[src/rtl/ale_pkg.sv]
`timescale 1ns / 1ps
`default_nettype none

package ale_pkg;

  localparam int MAX_ROWS = 10;
  localparam int ROW_W = 4;
  localparam int FRAC_BITS = 24;

  typedef logic signed [31:0] q24_t;

  // one position of the two row stores
  typedef struct packed {
    q24_t prev;
    q24_t prev2;
  } ale_entry_t;

  localparam q24_t ONE_Q24 = 32'sh0100_0000;

  // recursion factors in Q8.24, rounded to nearest
  // A[n] = (2n-1)/n, B[n] = (n-1)/n
  localparam q24_t A_ROM [MAX_ROWS] = '{
    32'sd0, 32'sd16777216, 32'sd25165824, 32'sd27962027, 32'sd29360128,
    32'sd30198989, 32'sd30758229, 32'sd31157687, 32'sd31457280, 32'sd31690297
  };
  localparam q24_t B_ROM [MAX_ROWS] = '{
    32'sd0, 32'sd0, 32'sd8388608, 32'sd11184811, 32'sd12582912,
    32'sd13421773, 32'sd13981013, 32'sd14380471, 32'sd14680064, 32'sd14913081
  };
  // C[l] = (l+1)/(2l+3), D[l] = l/(2l-1), D[0] = 0; C[9] and D[9] are 0
  localparam q24_t C_ROM [MAX_ROWS] = '{
    32'sd5592405, 32'sd6710886, 32'sd7190235, 32'sd7456540, 32'sd7626007,
    32'sd7743330, 32'sd7829367, 32'sd7895160, 32'sd7947102, 32'sd0
  };
  localparam q24_t D_ROM [MAX_ROWS] = '{
    32'sd0, 32'sd16777216, 32'sd11184811, 32'sd10066330, 32'sd9586981,
    32'sd9320676, 32'sd9151209, 32'sd9033886, 32'sd8947849, 32'sd0
  };

  // clamp to the Q8.24 range
  function automatic q24_t sat32(input logic signed [42:0] x);
    q24_t r;
    if (x > 43'sd2147483647) r = 32'sh7fff_ffff;
    else if (x < -43'sd2147483648) r = 32'sh8000_0000;
    else r = x[31:0];
    return r;
  endfunction

endpackage

`default_nettype wire

[src/rtl/ale_cell.sv]
`timescale 1ns / 1ps
`default_nettype none

module ale_cell
  import ale_pkg::*;
(
  input  wire logic       clk,
  input  wire logic       adv,
  input  wire ale_entry_t din,
  output ale_entry_t      dout
);

  // take the neighbor's entry on every advance
  always_ff @(posedge clk) begin
    if (adv) begin
      dout <= din;
    end
  end

endmodule

`default_nettype wire

[src/rtl/ale_mul.sv]
`timescale 1ns / 1ps
`default_nettype none

module ale_mul
  import ale_pkg::*;
(
  input  wire logic               clk,
  input  wire logic signed [33:0] op_a,
  input  wire q24_t               op_b,
  output logic signed [41:0]      rnd,
  output q24_t                    rnd_sat
);

  logic signed [65:0] prod;
  logic signed [65:0] biased;

  // registered product, rounding happens on the register output
  always_ff @(posedge clk) begin
    prod <= op_a * op_b;
  end

  assign biased  = prod + 66'sd8388608;
  assign rnd     = biased[65:24];
  assign rnd_sat = sat32(43'(rnd));

endmodule

`default_nettype wire

[src/rtl/affine_legendre_expansion.sv]
`timescale 1ns / 1ps
`default_nettype none
// Channel | Dir | Signals                     | Contents
// in      | in  | s_tvalid s_tready s_tdata   | shift, scale
// out     | out | m_tvalid m_tready m_tdata   | coeff, degree, term_index; m_tlast = last
// cfg     | in  | cfg_valid cfg_ready cfg_data| rows_in_use
// One request at a time, accepted in the idle state. Each coefficient below the diagonal
// takes seven products on the single shared multiplier, each product registered there,
// plus an emit step. A diagonal entry takes one product, and row 0 takes none. Each row
// closes with one fill step per unused position of the cell ring. rst clears control
// and rows_in_use (to 10); the row cells need no reset, as row 0 rewrites both stores.
// A stalled output holds the engine at its emit step; the next request is taken while
// the final item still waits.

module affine_legendre_expansion
  import ale_pkg::*;
(
  input  wire logic        clk,
  input  wire logic        rst,
  input  wire logic        s_tvalid,
  output logic             s_tready,
  input  wire logic [63:0] s_tdata,   // shift [31:0], scale [63:32]
  output logic             m_tvalid,
  input  wire logic        m_tready,
  output logic [39:0]      m_tdata,   // coeff [31:0], degree [35:32], term_index [39:36]
  output logic             m_tlast,
  input  wire logic        cfg_valid,
  output logic             cfg_ready,
  input  wire logic [3:0]  cfg_data
);

  typedef enum logic [1:0] {S_IDLE, S_CALC, S_EMIT, S_FILL} state_t;

  state_t                state;
  logic [ROW_W-1:0]      rows_in_use;
  logic [ROW_W-1:0]      rows_q;
  logic [ROW_W-1:0]      n;
  logic [ROW_W-1:0]      l;
  logic [2:0]            step;
  q24_t                  shift_q, scale_q, t1, t2, fresh, e1left;
  logic signed [33:0]    acc;
  logic signed [41:0]    v2;
  logic signed [33:0]    op_a;
  q24_t                  op_b;
  logic signed [41:0]    rnd;
  q24_t                  rnd_sat;
  logic                  out_free, adv, diag, row_end;
  q24_t                  adv_val;
  ale_entry_t            cells [MAX_ROWS];
  ale_entry_t            cin   [MAX_ROWS];

  assign cfg_ready = 1'b1;
  assign s_tready  = (state == S_IDLE);
  assign out_free  = !m_tvalid || m_tready;
  assign diag      = (l == n);
  assign adv       = (state == S_EMIT && out_free) || (state == S_FILL);
  assign adv_val   = (state == S_EMIT) ? fresh : '0;
  assign row_end   = (l == ROW_W'(MAX_ROWS - 1));

  // ring of row cells: cell 0 holds the current position; row 0 clears the older row
  for (genvar k = 0; k < MAX_ROWS; k++) begin : g_cell
    if (k == MAX_ROWS - 1) begin : g_wrap
      assign cin[k] = '{prev: adv_val, prev2: (n == '0) ? '0 : cells[0].prev};
    end else begin : g_link
      assign cin[k] = cells[k+1];
    end
    ale_cell u_cell (.clk(clk), .adv(adv), .din(cin[k]), .dout(cells[k]));
  end

  // operand select for the shared multiplier
  always_comb begin
    op_a = '0;
    op_b = '0;
    case (step)
      3'd0: begin
        op_a = 34'(diag ? e1left : cells[1].prev);
        op_b = scale_q;
      end
      3'd1: begin op_a = 34'(e1left);         op_b = scale_q;  end
      3'd2: begin op_a = 34'(cells[0].prev);  op_b = shift_q;  end
      3'd3: begin op_a = 34'(t1);             op_b = C_ROM[l]; end
      3'd4: begin op_a = 34'(t2);             op_b = D_ROM[l]; end
      3'd5: begin op_a = 34'(cells[0].prev2); op_b = B_ROM[n]; end
      3'd6: begin op_a = acc;                 op_b = A_ROM[n]; end
      default: begin op_a = '0;               op_b = '0;       end
    endcase
  end

  ale_mul u_mul (.clk(clk), .op_a(op_a), .op_b(op_b), .rnd(rnd), .rnd_sat(rnd_sat));

  // sequencer and output register
  always_ff @(posedge clk) begin
    if (rst) begin
      state       <= S_IDLE;
      rows_in_use <= ROW_W'(MAX_ROWS);
      m_tvalid    <= 1'b0;
      n           <= '0;
      l           <= '0;
      step        <= '0;
    end else begin
      if (cfg_valid && cfg_ready) rows_in_use <= cfg_data;
      // the emit step reloads the output register in the same cycle
      if (m_tvalid && m_tready && state != S_EMIT) m_tvalid <= 1'b0;
      unique case (state)
        S_IDLE: begin
          if (s_tvalid) begin
            shift_q <= s_tdata[31:0];
            scale_q <= s_tdata[63:32];
            rows_q  <= (rows_in_use > ROW_W'(MAX_ROWS)) ? ROW_W'(MAX_ROWS) : rows_in_use;
            n       <= '0;
            l       <= '0;
            step    <= '0;
            e1left  <= '0;
            if (rows_in_use != '0) state <= S_CALC;
          end
        end
        S_CALC: begin
          step <= step + 3'd1;
          if (n == '0) begin
            fresh <= ONE_Q24;
            state <= S_EMIT;
          end else if (diag) begin
            if (step == 3'd1) begin
              fresh <= rnd_sat;
              state <= S_EMIT;
            end
          end else begin
            case (step)
              3'd1: t1 <= rnd_sat;
              3'd2: t2 <= rnd_sat;
              3'd3: acc <= 34'(rnd_sat);
              3'd4, 3'd5: acc <= acc + 34'(rnd_sat);
              3'd6: v2 <= rnd;
              3'd7: begin
                fresh <= sat32(43'(rnd) - 43'(v2));
                state <= S_EMIT;
              end
              default: ;
            endcase
          end
        end
        S_EMIT: begin
          if (out_free) begin
            m_tvalid        <= 1'b1;
            m_tdata[31:0]   <= fresh;
            m_tdata[35:32]  <= n;
            m_tdata[39:36]  <= l;
            m_tlast         <= (n == rows_q - ROW_W'(1)) && diag;
            step            <= '0;
            if (!diag) begin
              l      <= l + ROW_W'(1);
              e1left <= cells[0].prev;
              state  <= S_CALC;
            end else if (!row_end) begin
              l      <= l + ROW_W'(1);
              state  <= S_FILL;
            end else if (n == rows_q - ROW_W'(1)) begin
              state <= S_IDLE;
            end else begin
              n      <= n + ROW_W'(1);
              l      <= '0;
              e1left <= '0;
              state  <= S_CALC;
            end
          end
        end
        S_FILL: begin
          if (row_end) begin
            l      <= '0;
            e1left <= '0;
            step   <= '0;
            if (n == rows_q - ROW_W'(1)) begin
              state <= S_IDLE;
            end else begin
              n     <= n + ROW_W'(1);
              state <= S_CALC;
            end
          end else begin
            l <= l + ROW_W'(1);
          end
        end
        default: state <= S_IDLE;
      endcase
    end
  end

  // checks on the sequencer
  a_row_bound: assert property (@(posedge clk) disable iff (rst)
    (state != S_IDLE) |-> (n < rows_q && l < ROW_W'(MAX_ROWS)))
    else $error("row or position out of range");
  a_calc_tri: assert property (@(posedge clk) disable iff (rst)
    (state == S_CALC) |-> (l <= n))
    else $error("coefficient above the diagonal");
  a_out_hold: assert property (@(posedge clk) disable iff (rst)
    (m_tvalid && !m_tready) |=> (m_tvalid && $stable(m_tdata) && $stable(m_tlast)))
    else $error("output item changed while stalled");
  a_emit_hold: assert property (@(posedge clk) disable iff (rst)
    (state == S_EMIT && !out_free) |=> (state == S_EMIT && $stable(l)))
    else $error("emit step left while output stalled");

endmodule

`default_nettype wire

[config.mk]
export PLATFORM = sky130hd
export DESIGN_NAME = affine_legendre_expansion
export DESIGN_NICKNAME = d
export VERILOG_FILES = /design/src/rtl/ale_pkg.sv /design/src/rtl/ale_cell.sv /design/src/rtl/ale_mul.sv /design/src/rtl/affine_legendre_expansion.sv
export SDC_FILE = /design/constraint.sdc
export NUM_CORES = 2
export LEC_CHECK = 0
export ABC_AREA = 0
export BUFFER_PORTS_ARGS = -buffer_cell sky130_fd_sc_hd__buf_2
export CAP_MARGIN = 0
export CORE_AREA = 2 2 408 370
export DETAILED_ROUTE_END_ITERATION = 6
export DIE_AREA = 0 0 410 372
export GPL_ROUTABILITY_DRIVEN = 0
export PLACE_DENSITY = 0.69
export SLEW_MARGIN = 20
export SYNTH_ARGS = -nofsm -noshare
export SYNTH_HDL_FRONTEND = slang
export SYNTH_SLANG_ARGS = --single-unit
[constraint.sdc]
create_clock -name clk -period 44.5 [get_ports clk]
set_input_delay 0 -clock clk [delete_from_list [all_inputs] [get_ports clk]]
set_output_delay 0 -clock clk [all_outputs]
set_load 0.01 [all_outputs]
==> flow_summary.rst <==
.. list-table::
   :header-rows: 1

   * - Metric
     - Value
   * - Met1 demand-to-capacity share in global routing
     - 0.388
   * - Kind of critical path
     - register to register
   * - Top cells by area, synth
     - edfxtp_1 37%, fa_1 29%, inv_1 6.1%
   * - Biggest fanout along the worst timing path
     - 31
   * - Slew headroom
     - 0.175
   * - Fraction of layout instances using a drive strength above 1
     - 0.0736
   * - GRT met3 Usage
     - 0.0640
   * - Post-synth EDFFs
     - 953
   * - Clock buffer count from CTS
     - 100
   * - Antenna violations before repair
     - 8
   * - Clk Tree Root Cell
     - clkbuf_16
   * - Total wirelength of the detailed-routed design
     - 214000 µm
   * - Max-cap viol count
     - 0
   * - Status
     - finished, violations left
   * - Slack of the worst reg-to-reg path
     - 32.51 ns
   * - Met2 global-route usage
     - 0.435
   * - Top FF cell, synth
     - edfxtp_1
   * - H-tree lvl count
     - 3
   * - Cell Area, Synth
     - 0.0781 mm²
   * - Initial core utilization
     - 0.525
   * - Failing checks
     - DRC
   * - Critical path launch point type
     - register
   * - DR pass1 iterations
     - 7
   * - Share of synthesized flip-flops with an asynchronous set or reset
     - 0
   * - Busiest grt layer
     - met2
   * - Transition time at the pin with the least slew margin
     - 1.24 ns
   * - Number of port buffers
     - 115
   * - Proportion of synthesized chip area in sequential cells
     - 0.382
   * - Post-Synth Simple-Gate Area
     - 0.0992
   * - Number of nets in the layout
     - 8586
   * - Total non-filler cell area in the finished layout
     - 0.0860 mm²
   * - Critical Path Max Stage Delay
     - 1.04 ns
   * - Total cell area at the placement stage
     - 0.0811 mm²
   * - Gr usage total
     - 0.285
   * - Synth cell types
     - 88
   * - Arrival time worst endpoint
     - 12.65 ns
   * - CP endpoint kind
     - register
   * - Fin Clk Skew
     - 0.0884 ns
   * - Worst endpoint required time
     - 45.15 ns
   * - Setup slack of the critical path after layout
     - 32.51 ns
   * - Post-detailed-route wirelength per cell
     - 23.3 µm
   * - Fraction of synthesized area in multiplexers
     - 0.0131
   * - Post-route DRC violation count
     - 6
   * - First-iteration detailed-routing DRC count
     - 6210
   * - Classification of the worst-slack hold path
     - primary input to register
   * - Wire length of the first global-routing pass
     - 327000 µm
   * - Final worst path period share
     - 0.269
   * - Final period demand of the worst path
     - 11.99 ns
   * - Adder-cell share of the synthesized area
     - 0.338
   * - Setup violation total in the final timing report
     - 0
   * - Post-DP HPWL
     - 159000 µm
   * - Final-report hold violation count
     - 0
   * - Synthesized net count
     - 8409
   * - Maximum number of pins on one net before global-route repair
     - 185
   * - Largest area contributor in the synthesized netlist
     - edfxtp_1
   * - Global route total overflow
     - 0
   * - X dimension of the die
     - 410 µm
   * - Main combinational cell family by area after synthesis
     - adder cells
   * - DP Worst Slack
     - 32.70 ns
   * - Later-pin clock latency in the skew report
     - 0.75 ns
   * - Fraction of synthesized cell area taken by the top area cell type
     - 0.367
   * - Fraction of synthesized cell area in xor and xnor cells
     - 0.0197
   * - Warning count from the yosys run
     - 0
   * - Ratio of routed vias to standard cells
     - 5.80
   * - TNS Setup
     - 0 ns
   * - Register bit total from synthesis
     - 1014
   * - Clock tree from TritonCTS
     - done
   * - Number of buffers on the longest clock path
     - 3
   * - Vias in the first global route
     - 54873
   * - Core footprint
     - 0.149 mm²
   * - Synthesized-area fraction occupied by ao, oa, aoi and oai cells
     - 0.0712
   * - Max-slew violations
     - 0
   * - Area enclosed by the die boundary
     - 0.153 mm²
   * - Post-synthesis to final-layout area growth
     - 10.1%
   * - Setup repair after global routing missed its margin
     - false
   * - Vias
     - 53122
   * - Max Fclk
     - 83.4 MHz
   * - Cell with the most instances after synthesis
     - inv_1
   * - Cell count after synthesis
     - 6910
   * - Slowest stage cell, crit path
     - dfxtp_1
   * - Die height
     - 372 µm
   * - Clock-pin transition on the worst setup and hold timing paths
     - 0.07 ns
   * - Total number of clock tree sinks
     - 1014
   * - Most instantiated cells after synthesis
     - 1269 x inv_1, 1143 x fa_1, 953 x edfxtp_1
   * - Final core utilization
     - 0.578
   * - ANT nets after route
     - 0
   * - Total I/O pin count
     - 117
   * - Row cnt
     - 135
   * - CP most frequent cell
     - fa_1
   * - Average footprint of a synthesized cell
     - 11.3 µm²
## per-layer routing
layer / routed length (µm) / vias up
met5: 80 / -
met2: 94800 / 2966
li1: - / 22563
met4: 12200 / 6
met1: 83600 / 26953
met3: 23000 / 634
## state kept, by name, summed over array words and instances, names as in the netlist, 34 cells and up
signal and flops:
u_mul.prod 43, g_cell.u_cell.dout 640, m_tdata 40, acc 34, v2 42
## layout make-up
cell class                      instances  area (µm²)
Antenna cell                            5        12.5
Multi-Input combinational cell       4321       42500
Tap cell                             1986        2480
Timing Repair Buffer                  379        2960
Fill cell                           12020       62800
Sequential cell                      1014       29800
Clock buffer                          121        2630
Clock inverter                         68         771
Inverter                             1271        4770
## worst max-delay path, delay by kind of cell, from the launching register on
kind                       cells  cell delay (ns)
adders and majority gates      9             5.28
AOI/OAI and AO/OA              8             2.69
and+or+nand+nor                6             1.29
buffers and inverters          4             1.14
DFF                            1             1.04
xor gates and xnor gates       2             0.43
## cell usage in the layout (no fill, tap or decap), drive strengths merged, types with 27 or more instances in the layout
master       Yosys  routed
dlygate4sd3      0     139
clkinv           1      40
and3            58      58
nand2          629     629
inv           1270    1277
a21oi          212     212
xnor2          107     107
nand3           57      57
dfxtp           61      61
buf             31     240
nor3            34      34
clkbuf         273     121
and2            80      80
a21o            79      79
o21a            66      66
o21ai          159     159
o211ai          38      38
a21boi          31      31
fa            1143    1143
ha             283     283
xor2            69      69
mux2            56      56
nor2           769     769
mux2i           39      39
nand2b          27      27
a222oi          37      37
nor2b           34      34
edfxtp         953     953
nand4           46      46
## final timing paths
kind,cells after the start,to,startpoint
min,2,shift_q[12]$_DFFE_PP_,s_tdata[12]
min reg2reg,0,g_cell[8].u_cell.dout[29]$_DFFE_PP_,g_cell[9].u_cell.dout[29]$_SDFFCE_PP0P_
max reg2reg,29,u_mul.prod[63]$_DFF_P_,l[2]$_SDFFE_PP0P_
max,29,u_mul.prod[63]$_DFF_P_,l[2]$_SDFFE_PP0P_
## repair_timing
| action | in CTS | in global routing |
|---|---|---|
| endpoints found under the hold margin | 82 | 0 |
| setup buffers | 0 | 0 |
| resized for setup | 0 | 0 |
| hold buffers | 139 | 0 |
## logic make-up (layout without fill, tap and decap cells)
logic type,count (synthesis),count (layout)
adder cells (fa/ha/maj),1426,1426
AND/OR/NAND/NOR,1798,1798
XOR/XNOR,176,176
AO/OA/AOI/OAI,825,825
multiplexers,95,95
buffers and inverters,1575,1839
other,1,6
flip-flops,1014,1014
## per-stage QoR
stage                     instances  hold slack (ns)
after CTS                      9158         0.000667
final                          9165           0.0459
after global routing           9160           0.0198
after floorplan                6910           0.0935
after global placement         8830            0.177
after detailed placement       8830            0.178
Power is left out: the tool's default activity adds up to more than one toggle a clock period on the data nets, which glitch-free logic cannot reach.
